===== src/rtl/core/mcfir_pkg.sv =====
// Shared widths, defaults and control types for the multichannel FIR core.
// No dependencies; imported by every module of the core.
package mcfir_pkg;

   // Payload and coefficient widths
   localparam int SAMPLE_W  = 16;
   localparam int CHAN_W    = 1;
   localparam int COEF_W    = 16;
   localparam int NUM_COEF  = 8;
   localparam int CSR_IDX_W = 3;

   // Datapath widths: exact Q2.30 products, room for eight of them summed
   localparam int PROD_W    = 2 * SAMPLE_W;
   localparam int ACC_W     = PROD_W + 3;
   localparam int RES_SHIFT = 16;

   // Default sizing of the core
   localparam int DEF_NUM_TAPS     = 8;
   localparam int DEF_NUM_CHANNELS = 2;

   // Control from the sequencer to the multiply-accumulate unit
   typedef struct packed {
      logic clear;    // zero the accumulator at the start of a beat
      logic mul_en;   // history read data and coefficient are valid
   } mac_ctrl_type;

endpackage


===== src/rtl/core/mcfir_history.sv =====
// Sample history memory: one write port, one read port, registered read data.
// Per-entry valid bits make never-written entries read as zero. Uses mcfir_pkg.
module mcfir_history
   import mcfir_pkg::*;
#(
   parameter int DEPTH = DEF_NUM_TAPS * DEF_NUM_CHANNELS,
   parameter int AW    = (DEPTH > 1) ? $clog2(DEPTH) : 1
) (
   input  logic                       clock,
   input  logic                       reset,
   input  logic                       wr_en,
   input  logic [AW-1:0]              wr_addr,
   input  logic signed [SAMPLE_W-1:0] wr_data,
   input  logic                       rd_en,
   input  logic [AW-1:0]              rd_addr,
   output logic                       rd_vld,
   output logic signed [SAMPLE_W-1:0] rd_data
);

   logic signed [SAMPLE_W-1:0] mem [DEPTH];
   logic [DEPTH-1:0]           written_ff;
   logic signed [SAMPLE_W-1:0] rd_data_ff;
   logic                       rd_hit_ff;
   logic                       rd_vld_ff;

   // Memory array write and registered read
   always_ff @(posedge clock) begin
      if (wr_en) begin
         mem[wr_addr] <= wr_data;
      end
      if (rd_en) begin
         rd_data_ff <= mem[rd_addr];
      end
   end

   // Valid bits, cleared at reset so the history starts at zero
   always_ff @(posedge clock) begin
      if (reset) begin
         written_ff <= '0;
         rd_hit_ff  <= 1'b0;
         rd_vld_ff  <= 1'b0;
      end else begin
         if (wr_en) begin
            written_ff[wr_addr] <= 1'b1;
         end
         rd_vld_ff <= rd_en;
         if (rd_en) begin
            rd_hit_ff <= written_ff[rd_addr];
         end
      end
   end

   assign rd_vld  = rd_vld_ff;
   assign rd_data = rd_hit_ff ? rd_data_ff : '0;

   // Sequencer never writes and reads in the same cycle
   a_no_wr_rd_overlap: assert property (@(posedge clock) disable iff (reset)
      !(wr_en && rd_en))
      else $error("history write and read in the same cycle");

   // Read data valid follows a read request in the next cycle
   a_rd_latency: assert property (@(posedge clock) disable iff (reset)
      rd_en |=> rd_vld)
      else $error("history read data not valid one cycle after request");

   // Data of a just-written entry reads back as written
   a_hit_after_write: assert property (@(posedge clock) disable iff (reset)
      (wr_en ##1 (rd_en && rd_addr == $past(wr_addr))) |=> rd_data == $past(wr_data, 2))
      else $error("history read after write returned stale data");

endmodule


===== src/rtl/core/mcfir_mac.sv =====
// Shared multiply-accumulate unit: one tap product a cycle, registered, then summed.
// Halves, truncates and saturates the sum to Q1.15. Uses mcfir_pkg.
module mcfir_mac
   import mcfir_pkg::*;
(
   input  logic                       clock,
   input  logic                       reset,
   input  mac_ctrl_type               ctl,
   input  logic signed [SAMPLE_W-1:0] sample,
   input  logic signed [COEF_W-1:0]   coef,
   output logic                       busy,
   output logic signed [SAMPLE_W-1:0] result
);

   logic signed [PROD_W-1:0]           prod_ff;
   logic                               prod_vld_ff;
   logic signed [ACC_W-1:0]            acc_ff;
   logic [ACC_W-1:PROD_W-1]            acc_hi;

   // Product stage
   always_ff @(posedge clock) begin
      if (ctl.mul_en) begin
         prod_ff <= sample * coef;
      end
   end

   always_ff @(posedge clock) begin
      if (reset) begin
         prod_vld_ff <= 1'b0;
      end else begin
         prod_vld_ff <= ctl.mul_en;
      end
   end

   // Accumulate stage
   always_ff @(posedge clock) begin
      if (reset) begin
         acc_ff <= '0;
      end else if (ctl.clear) begin
         acc_ff <= '0;
      end else if (prod_vld_ff) begin
         acc_ff <= acc_ff + {{(ACC_W-PROD_W){prod_ff[PROD_W-1]}}, prod_ff};
      end
   end

   // Shift right by 16 (floor), then saturate: the sum fits when the bits
   // above bit 30 are all copies of the sign
   assign acc_hi = acc_ff[ACC_W-1:PROD_W-1];

   always_comb begin
      if (!acc_ff[ACC_W-1] && (|acc_hi)) begin
         result = {1'b0, {(SAMPLE_W-1){1'b1}}};
      end else if (acc_ff[ACC_W-1] && !(&acc_hi)) begin
         result = {1'b1, {(SAMPLE_W-1){1'b0}}};
      end else begin
         result = acc_ff[RES_SHIFT+SAMPLE_W-1:RES_SHIFT];
      end
   end

   assign busy = prod_vld_ff;

   // A new beat only starts once the product stage has drained
   a_clear_when_empty: assert property (@(posedge clock) disable iff (reset)
      ctl.clear |-> !prod_vld_ff)
      else $error("accumulator cleared with a product in flight");

   // Accumulator holds when nothing is added and no clear comes
   a_acc_hold: assert property (@(posedge clock) disable iff (reset)
      (!ctl.clear && !prod_vld_ff) |=> $stable(acc_ff))
      else $error("accumulator changed without a product");

   // Every multiply leaves a product in the stage on the next cycle
   a_busy_after_mul: assert property (@(posedge clock) disable iff (reset)
      ctl.mul_en |=> busy)
      else $error("product stage empty after a multiply");

endmodule


===== src/rtl/core/multichannel_fir_filter_core.sv =====
// Multichannel direct-form FIR core: sequencer, write pointers, coefficients
// and output register. Instantiates mcfir_history and mcfir_mac; uses mcfir_pkg.
//
//   Channel  Direction  Ports                                  Beat
//   req      in         req_valid/req_stall, chan, sample      one tagged sample
//   rsp      out        rsp_valid/rsp_stall, chan, sample      one filtered sample
//   csr      in         csr_write_en, csr_index, csr_wdata     one coefficient write
//
// After its sample is accepted, a result passes through one history read per tap on
// the single read port, a multiply, an add, then the output register.
// A sample for a channel at or above NUM_CHANNELS returns zero without any tap reads.
// Reset is synchronous; history, write pointers and coefficients all start at zero.
// A stalled result waits in the output register while the next sample runs; the core
// holds its next sum until that register is free, and takes one sample at a time.
module multichannel_fir_filter_core
   import mcfir_pkg::*;
#(
   parameter int NUM_TAPS     = DEF_NUM_TAPS,
   parameter int NUM_CHANNELS = DEF_NUM_CHANNELS
) (
   input  logic                       clock,
   input  logic                       reset,
   input  logic                       req_valid,
   output logic                       req_stall,
   input  logic [CHAN_W-1:0]          req_chan_in,
   input  logic signed [SAMPLE_W-1:0] req_sample_in,
   output logic                       rsp_valid,
   input  logic                       rsp_stall,
   output logic [CHAN_W-1:0]          rsp_chan_out,
   output logic signed [SAMPLE_W-1:0] rsp_sample_out,
   input  logic                       csr_write_en,
   input  logic [CSR_IDX_W-1:0]       csr_index,
   input  logic signed [COEF_W-1:0]   csr_wdata
);

   localparam int DEPTH = NUM_TAPS * NUM_CHANNELS;
   localparam int AW    = (DEPTH > 1) ? $clog2(DEPTH) : 1;
   localparam int PW    = (NUM_TAPS > 1) ? $clog2(NUM_TAPS) : 1;
   localparam int CIW   = (NUM_CHANNELS > 1) ? $clog2(NUM_CHANNELS) : 1;
   localparam logic [PW-1:0] LAST_TAP = PW'(NUM_TAPS - 1);

   typedef enum logic [2:0] {
      S_IDLE  = 3'b001,
      S_READ  = 3'b010,
      S_DRAIN = 3'b100
   } state_type;

   state_type                  state_ff, state_in;
   logic [PW-1:0]              wp_ff [NUM_CHANNELS];
   logic signed [COEF_W-1:0]   coef_ff [NUM_COEF];
   logic [CHAN_W-1:0]          chan_ff;
   logic                       zero_ff;
   logic [PW-1:0]              rd_pos_ff;
   logic [PW-1:0]              tap_ff;
   logic [PW-1:0]              tap_d_ff;
   logic                       rsp_valid_ff;
   logic [CHAN_W-1:0]          rsp_chan_ff;
   logic signed [SAMPLE_W-1:0] rsp_sample_ff;

   logic                       accept;
   logic                       in_range;
   logic [CIW-1:0]             chan_idx;
   logic [PW-1:0]              wp_cur;
   logic                       hist_we;
   logic [AW-1:0]              hist_waddr;
   logic                       hist_re;
   logic [AW-1:0]              hist_raddr;
   logic                       hist_vld;
   logic signed [SAMPLE_W-1:0] hist_data;
   mac_ctrl_type               mac_ctl;
   logic                       mac_busy;
   logic signed [SAMPLE_W-1:0] mac_result;
   logic                       pipe_empty;
   logic                       out_free;
   logic                       load_out;

   // Input handshake and write address of the accepted sample
   assign req_stall = (state_ff != S_IDLE);
   assign accept    = req_valid && !req_stall;
   assign in_range  = (32'(req_chan_in) < NUM_CHANNELS);
   assign chan_idx  = CIW'(req_chan_in);
   assign wp_cur    = wp_ff[chan_idx];
   assign hist_we   = accept && in_range;
   assign hist_waddr = AW'(AW'(req_chan_in) * AW'(NUM_TAPS)) + AW'(wp_cur);

   // Tap reads walk backward from the newest sample
   assign hist_re    = (state_ff == S_READ);
   assign hist_raddr = AW'(AW'(chan_ff) * AW'(NUM_TAPS)) + AW'(rd_pos_ff);

   assign mac_ctl.clear  = accept;
   assign mac_ctl.mul_en = hist_vld;

   assign pipe_empty = !hist_vld && !mac_busy;
   assign out_free   = !rsp_valid_ff || !rsp_stall;
   assign load_out   = (state_ff == S_DRAIN) && pipe_empty && out_free;

   // Sequencer
   always_comb begin
      state_in = state_ff;
      case (state_ff)
         S_IDLE: begin
            if (accept) begin
               state_in = in_range ? S_READ : S_DRAIN;
            end
         end
         S_READ: begin
            if (tap_ff == LAST_TAP) begin
               state_in = S_DRAIN;
            end
         end
         S_DRAIN: begin
            if (load_out) begin
               state_in = S_IDLE;
            end
         end
         default: state_in = S_IDLE;
      endcase
   end

   always_ff @(posedge clock) begin
      if (reset) begin
         state_ff <= S_IDLE;
      end else begin
         state_ff <= state_in;
      end
   end

   // Per-channel write pointers
   always_ff @(posedge clock) begin
      if (reset) begin
         for (int i = 0; i < NUM_CHANNELS; i++) begin
            wp_ff[i] <= '0;
         end
      end else if (hist_we) begin
         wp_ff[chan_idx] <= (wp_cur == LAST_TAP) ? '0 : wp_cur + 1'b1;
      end
   end

   // Coefficient registers
   always_ff @(posedge clock) begin
      if (reset) begin
         for (int i = 0; i < NUM_COEF; i++) begin
            coef_ff[i] <= '0;
         end
      end else if (csr_write_en) begin
         coef_ff[csr_index] <= csr_wdata;
      end
   end

   // Beat context and tap counters
   always_ff @(posedge clock) begin
      if (accept) begin
         chan_ff   <= req_chan_in;
         zero_ff   <= !in_range;
         rd_pos_ff <= wp_cur;
         tap_ff    <= '0;
      end else if (hist_re) begin
         rd_pos_ff <= (rd_pos_ff == '0) ? LAST_TAP : rd_pos_ff - 1'b1;
         tap_ff    <= tap_ff + 1'b1;
      end
      if (hist_re) begin
         tap_d_ff <= tap_ff;
      end
   end

   mcfir_history #(
      .DEPTH (DEPTH),
      .AW    (AW)
   ) u_history (
      .clock   (clock),
      .reset   (reset),
      .wr_en   (hist_we),
      .wr_addr (hist_waddr),
      .wr_data (req_sample_in),
      .rd_en   (hist_re),
      .rd_addr (hist_raddr),
      .rd_vld  (hist_vld),
      .rd_data (hist_data)
   );

   mcfir_mac u_mac (
      .clock  (clock),
      .reset  (reset),
      .ctl    (mac_ctl),
      .sample (hist_data),
      .coef   (coef_ff[CSR_IDX_W'(tap_d_ff)]),
      .busy   (mac_busy),
      .result (mac_result)
   );

   // Output register
   always_ff @(posedge clock) begin
      if (reset) begin
         rsp_valid_ff <= 1'b0;
      end else if (load_out) begin
         rsp_valid_ff <= 1'b1;
      end else if (!rsp_stall) begin
         rsp_valid_ff <= 1'b0;
      end
   end

   always_ff @(posedge clock) begin
      if (load_out) begin
         rsp_chan_ff   <= chan_ff;
         rsp_sample_ff <= zero_ff ? '0 : mac_result;
      end
   end

   assign rsp_valid      = rsp_valid_ff;
   assign rsp_chan_out   = rsp_chan_ff;
   assign rsp_sample_out = rsp_sample_ff;

   a_state_onehot: assert property (@(posedge clock) disable iff (reset)
      $onehot(state_ff))
      else $error("sequencer state not one-hot");

   // An accepted beat always leaves idle on the next edge
   a_accept_busy: assert property (@(posedge clock) disable iff (reset)
      accept |=> (state_ff == S_READ || state_ff == S_DRAIN))
      else $error("sequencer stayed idle after accepting a beat");

   // Tap reads never run past the last tap
   a_tap_bound: assert property (@(posedge clock) disable iff (reset)
      (state_ff == S_READ) |-> (tap_ff <= LAST_TAP))
      else $error("tap counter beyond last tap");

   // The result is only loaded once the multiply-accumulate pipe is empty
   a_load_drained: assert property (@(posedge clock) disable iff (reset)
      load_out |-> (!hist_vld && !mac_busy && !hist_re))
      else $error("result loaded with taps in flight");

endmodule


===== config.mk =====
export PLATFORM = sky130hd
export DESIGN_NAME = multichannel_fir_filter_core
export DESIGN_NICKNAME = d
export VERILOG_FILES = /design/src/rtl/core/mcfir_pkg.sv /design/src/rtl/core/mcfir_history.sv /design/src/rtl/core/mcfir_mac.sv /design/src/rtl/core/multichannel_fir_filter_core.sv
export SDC_FILE = /design/constraint.sdc
export NUM_CORES = 1
export LEC_CHECK = 0
export BUFFER_PORTS_ARGS = -buffer_cell sky130_fd_sc_hd__buf_4
export CAP_MARGIN = 40
export CORE_UTILIZATION = 55
export DETAILED_ROUTE_END_ITERATION = 8
export PLACE_DENSITY = 0.71
export RECOVER_POWER = 100
export SETUP_SLACK_MARGIN = 0.3
export SLEW_MARGIN = 30
export SYNTH_ARGS = -nofsm -noshare
export SYNTH_HDL_FRONTEND = slang
export SYNTH_SLANG_ARGS = --single-unit

===== constraint.sdc =====
create_clock -name clock -period 9.7 [get_ports clock]
set_input_delay 1.94 -clock clock [delete_from_list [all_inputs] [get_ports clock]]
set_output_delay 1.94 -clock clock [all_outputs]
set_load 0.02 [all_outputs]

==> summary.md <==
| Metric | Value |
|---|---|
| Status | `complete, but fails checks` |
| Failing checks | `capacitance limit, slew limit` |
| Worst EP required | `10.06 ns` |
| CTS tree | `yes` |
| Worst Hold Slack | `0.471 ns` |
| Initial drt markers | `1,381` |
| Postcts setup bufs | `0` |
| Area Growth Syn to Fin | `8.98%` |
| Drt drc | `0` |
| Multi-input logic area | `15,400 µm²` |
| Setup Viol. Count Final | `0` |
| Cell Area, Synth | `32,200 µm²` |
| Root Buffer | `clkbuf_16` |
| CP top delay family | `adder cells` |
| Avg Cell Area, Syn | `13.0 µm²` |
| Overall routing resource usage | `0.251` |
| Storage cell area | `15,200 µm²` |
| Leak | `13.8 nW` |
| Distinct cells, synth | `74` |
| Asr flop ratio synth | `0` |
| Die Width | `244 µm` |
| Mapped Cells | `2,477` |
| Clock Sink Count | `526` |
| Post-cts sizing count | `0` |
| Post-synth EDFFs | `462` |
| CTS clk-pin slew, worst paths | `0.06 ns` |
| Crit path DAT | `8.91 ns` |
| Skew final | `0.0442 ns` |
| Bufs on Longest Clock Path | `3` |
| Fin crit share | `0.881` |
| Fin. Hold Viols | `0` |
| Synth Area in Compound Gates | `0.0432` |
| Synth Area in XOR/XNOR | `0.0144` |
| Final net count | `2,971` |
| Number of antenna violations at the first check in global routing | `4` |
| Detailed Route WL | `72,400 µm` |
| Initial DRT Pass Iterations | `5` |
| CTS Buf Count | `54` |
| Critical path buffers and inverters | `5` |
| Synth Area in Adders | `0.212` |
| Layout cells sized above 1 | `0.109` |
| RSZ-0062 raised after global routing | `false` |
| Max-cap viol count | `26` |
| Actual slew at the worst max-slew pin | `2.71 ns` |
| Clk_lat worst skew | `0.63 ns` |
| HP Class | `flop to flop` |
| Cts hold-fix bufs | `0` |
| Critical Path End Type | `flop` |
| Grt total ovfl | `0` |
| First-pass GRT wire length | `114,000 µm` |
| Final Critical Period | `8.54 ns` |
| H-tree depth | `2` |
| Number of global-route vias before repair | `20,500` |
| Port-buffer cells | `59` |
| Final RePlAce weighted congestion | `0.943` |
| Largest net degree at the start of global routing | `70` |
| Initial Util | `0.557` |
| Top cell type's share of synthesized area | `0.431` |
| Via density | `5.70` |
| Yosys top cell by area | `edfxtp_1` |
| Worst slew margin | `-0.808` |
| Pwr Density | `144 nW/µm²` |
| Routed Antenna Nets | `0` |
| Critical path, cell by cell | `clkbuf_1 > mux4_2 > mux2i_1 > nor2_1 > fa_1 > inv_1 > fa_1 > fa_1 > inv_1 > fa_1 > fa_1 > inv_1 > fa_1 > inv_1 > ha_1 > a21o_1 > a21oi_1 > nand2_1 > o311ai_0 > o21ai_0 > o31a_1 > mux2i_1 > nand2_1` |
| CP Class | `flop to flop` |
| Max frequency | `117 MHz` |
| Detailed-route via count | `19,100` |
| Peak VDD IR | `0.144 mV` |
| Slowest CP cell | `dfxtp_1` |
| Register area share after synthesis | `0.471` |
| Detail Placement HPWL | `49,700 µm` |
| Die height | `244 µm` |
| Post-DR wirelength/cell | `21.6 µm` |
| CP startpoint kind | `flop` |
| Commonest cells after routing, fill and taps aside | `edfxtp_1 (462), inv_1 (334), fa_1 (263)` |
| Ys flop type | `edfxtp_1` |
| Mux share of post-synthesis cell area | `0.0996` |
| Die area | `59,500 µm²` |
| Yosys reg bits | `526` |
| Row count | `88` |
| Synth area leaders | `edfxtp_1 (43%), fa_1 (16%), mux4_2 (8.2%)` |
| Yosys warns | `0` |
| IO Pins | `60` |
| Slew Limit Fails | `545` |
| Syn Nets | `2,906` |
| Worst-path maximum fanout | `17` |
| Crit path top cell by count | `fa_1` |
| Synth Area in Simple Gates | `0.109` |
| Leading cell type in the layout, fill and taps excluded | `edfxtp_1` |
| Largest family of logic cells by synthesized area | `adder cells` |
| Fill cells | `4,494` |
| Max incr delay on CP | `0.86 ns` |
| Core area | `57,800 µm²` |
| Final setup TNS | `0 ns` |
[sequential cells by signal (all words and copies together) (netlist names), 6 cells and up, named ones only]
signal	flops
u_mac.prod_ff	32
u_history.rd_data_ff	16
u_mac.acc_ff	35
wp_ff	6
coef_ff	128
rsp_sample_out	16
u_history.mem	256
u_history.written_ff	16
[cells in the mapped netlist, drive strengths merged, types with 7 or more instances]
cell and n:
clkbuf 66, a31oi 9, and2 171, fa 263, nor2b 15, o21a 21, a21o 29, nor3 21
buf 30, dfxtp 64, nor3b 7, nand2 154, or3 16, nand4 7, o21ai 24, and3 17
a31o 9, mux2 16, nand3 38, xor2 16, xnor2 37, inv 334, nor2 207, edfxtp 462
ha 125, a21oi 50, mux4 117, mux2i 39, a211oi 10, or2 18, nand2b 23
[worst paths after layout]
kind	startpoint	slack, ns	cells after the start	to
setup / recovery	flop	1.16	23	u_mac.prod_ff[24]
hold / removal	u_history.written_ff[10]	0.47	2	u_history.written_ff[10]
setup reg to reg	flop	1.16	23	u_mac.prod_ff[24]
hold reg to reg	u_history.written_ff[10]	0.47	2	u_history.written_ff[10]
[area by class of cell]
| cell class | instances | area share |
|---|---|---|
| Tap cell | 765 | 0.0273 |
| Clock buffer | 69 | 0.0418 |
| Timing Repair Buffer | 105 | 0.0163 |
| Antenna cell | 1 | 0.0000714 |
| Multi-Input combinational cell | 1521 | 0.439 |
| Sequential cell | 526 | 0.432 |
| Clock inverter | 27 | 0.00767 |
| Inverter | 334 | 0.0357 |
[tightest hold or removal path: cells and delay by family, from the launching register on]
family	cells	cell delay (ns)
flops	1	0.33
simple gates	2	0.11
[through the flow]
step	util	std cells	area, µm²	power, W	setup slack, ns
2_1_floorplan	-	2477	32200	0.00292	2.37
3_3_place_gp	0.580	3246	33500	0.00307	1.71
3_5_place_dp	0.581	3248	33600	0.00309	1.60
4_1_cts	0.611	3344	35300	0.00511	1.58
5_1_grt	0.607	3348	35100	0.00523	0.661
6_report	0.607	3348	35100	0.00507	1.16
[power by group]
part,internal [W],switching [W]
clock,0.00115,0.000875
sequential,0.00253,0.0000215
combinational,0.000202,0.000285
[metal layers]
| layer | GRT usage | up-vias | part of all wire |
|---|---|---|---|
| li1 | - | 8643 | - |
| met1 | 0.332 | 9653 | 0.41 |
| met2 | 0.427 | 670 | 0.50 |
| met3 | 0.0377 | 130 | 0.063 |
| met4 | 0.0803 | 4 | 0.030 |
| met5 | 0 | - | 0.00035 |
[cells by family after synthesis]
logic type      Yosys count
xor+xnor                 53
buf+inv                 430
compound gates          199
mux                     172
simple gates            709
fa+ha+maj               388
flops                   526
(Power assumes the default switching activity.)
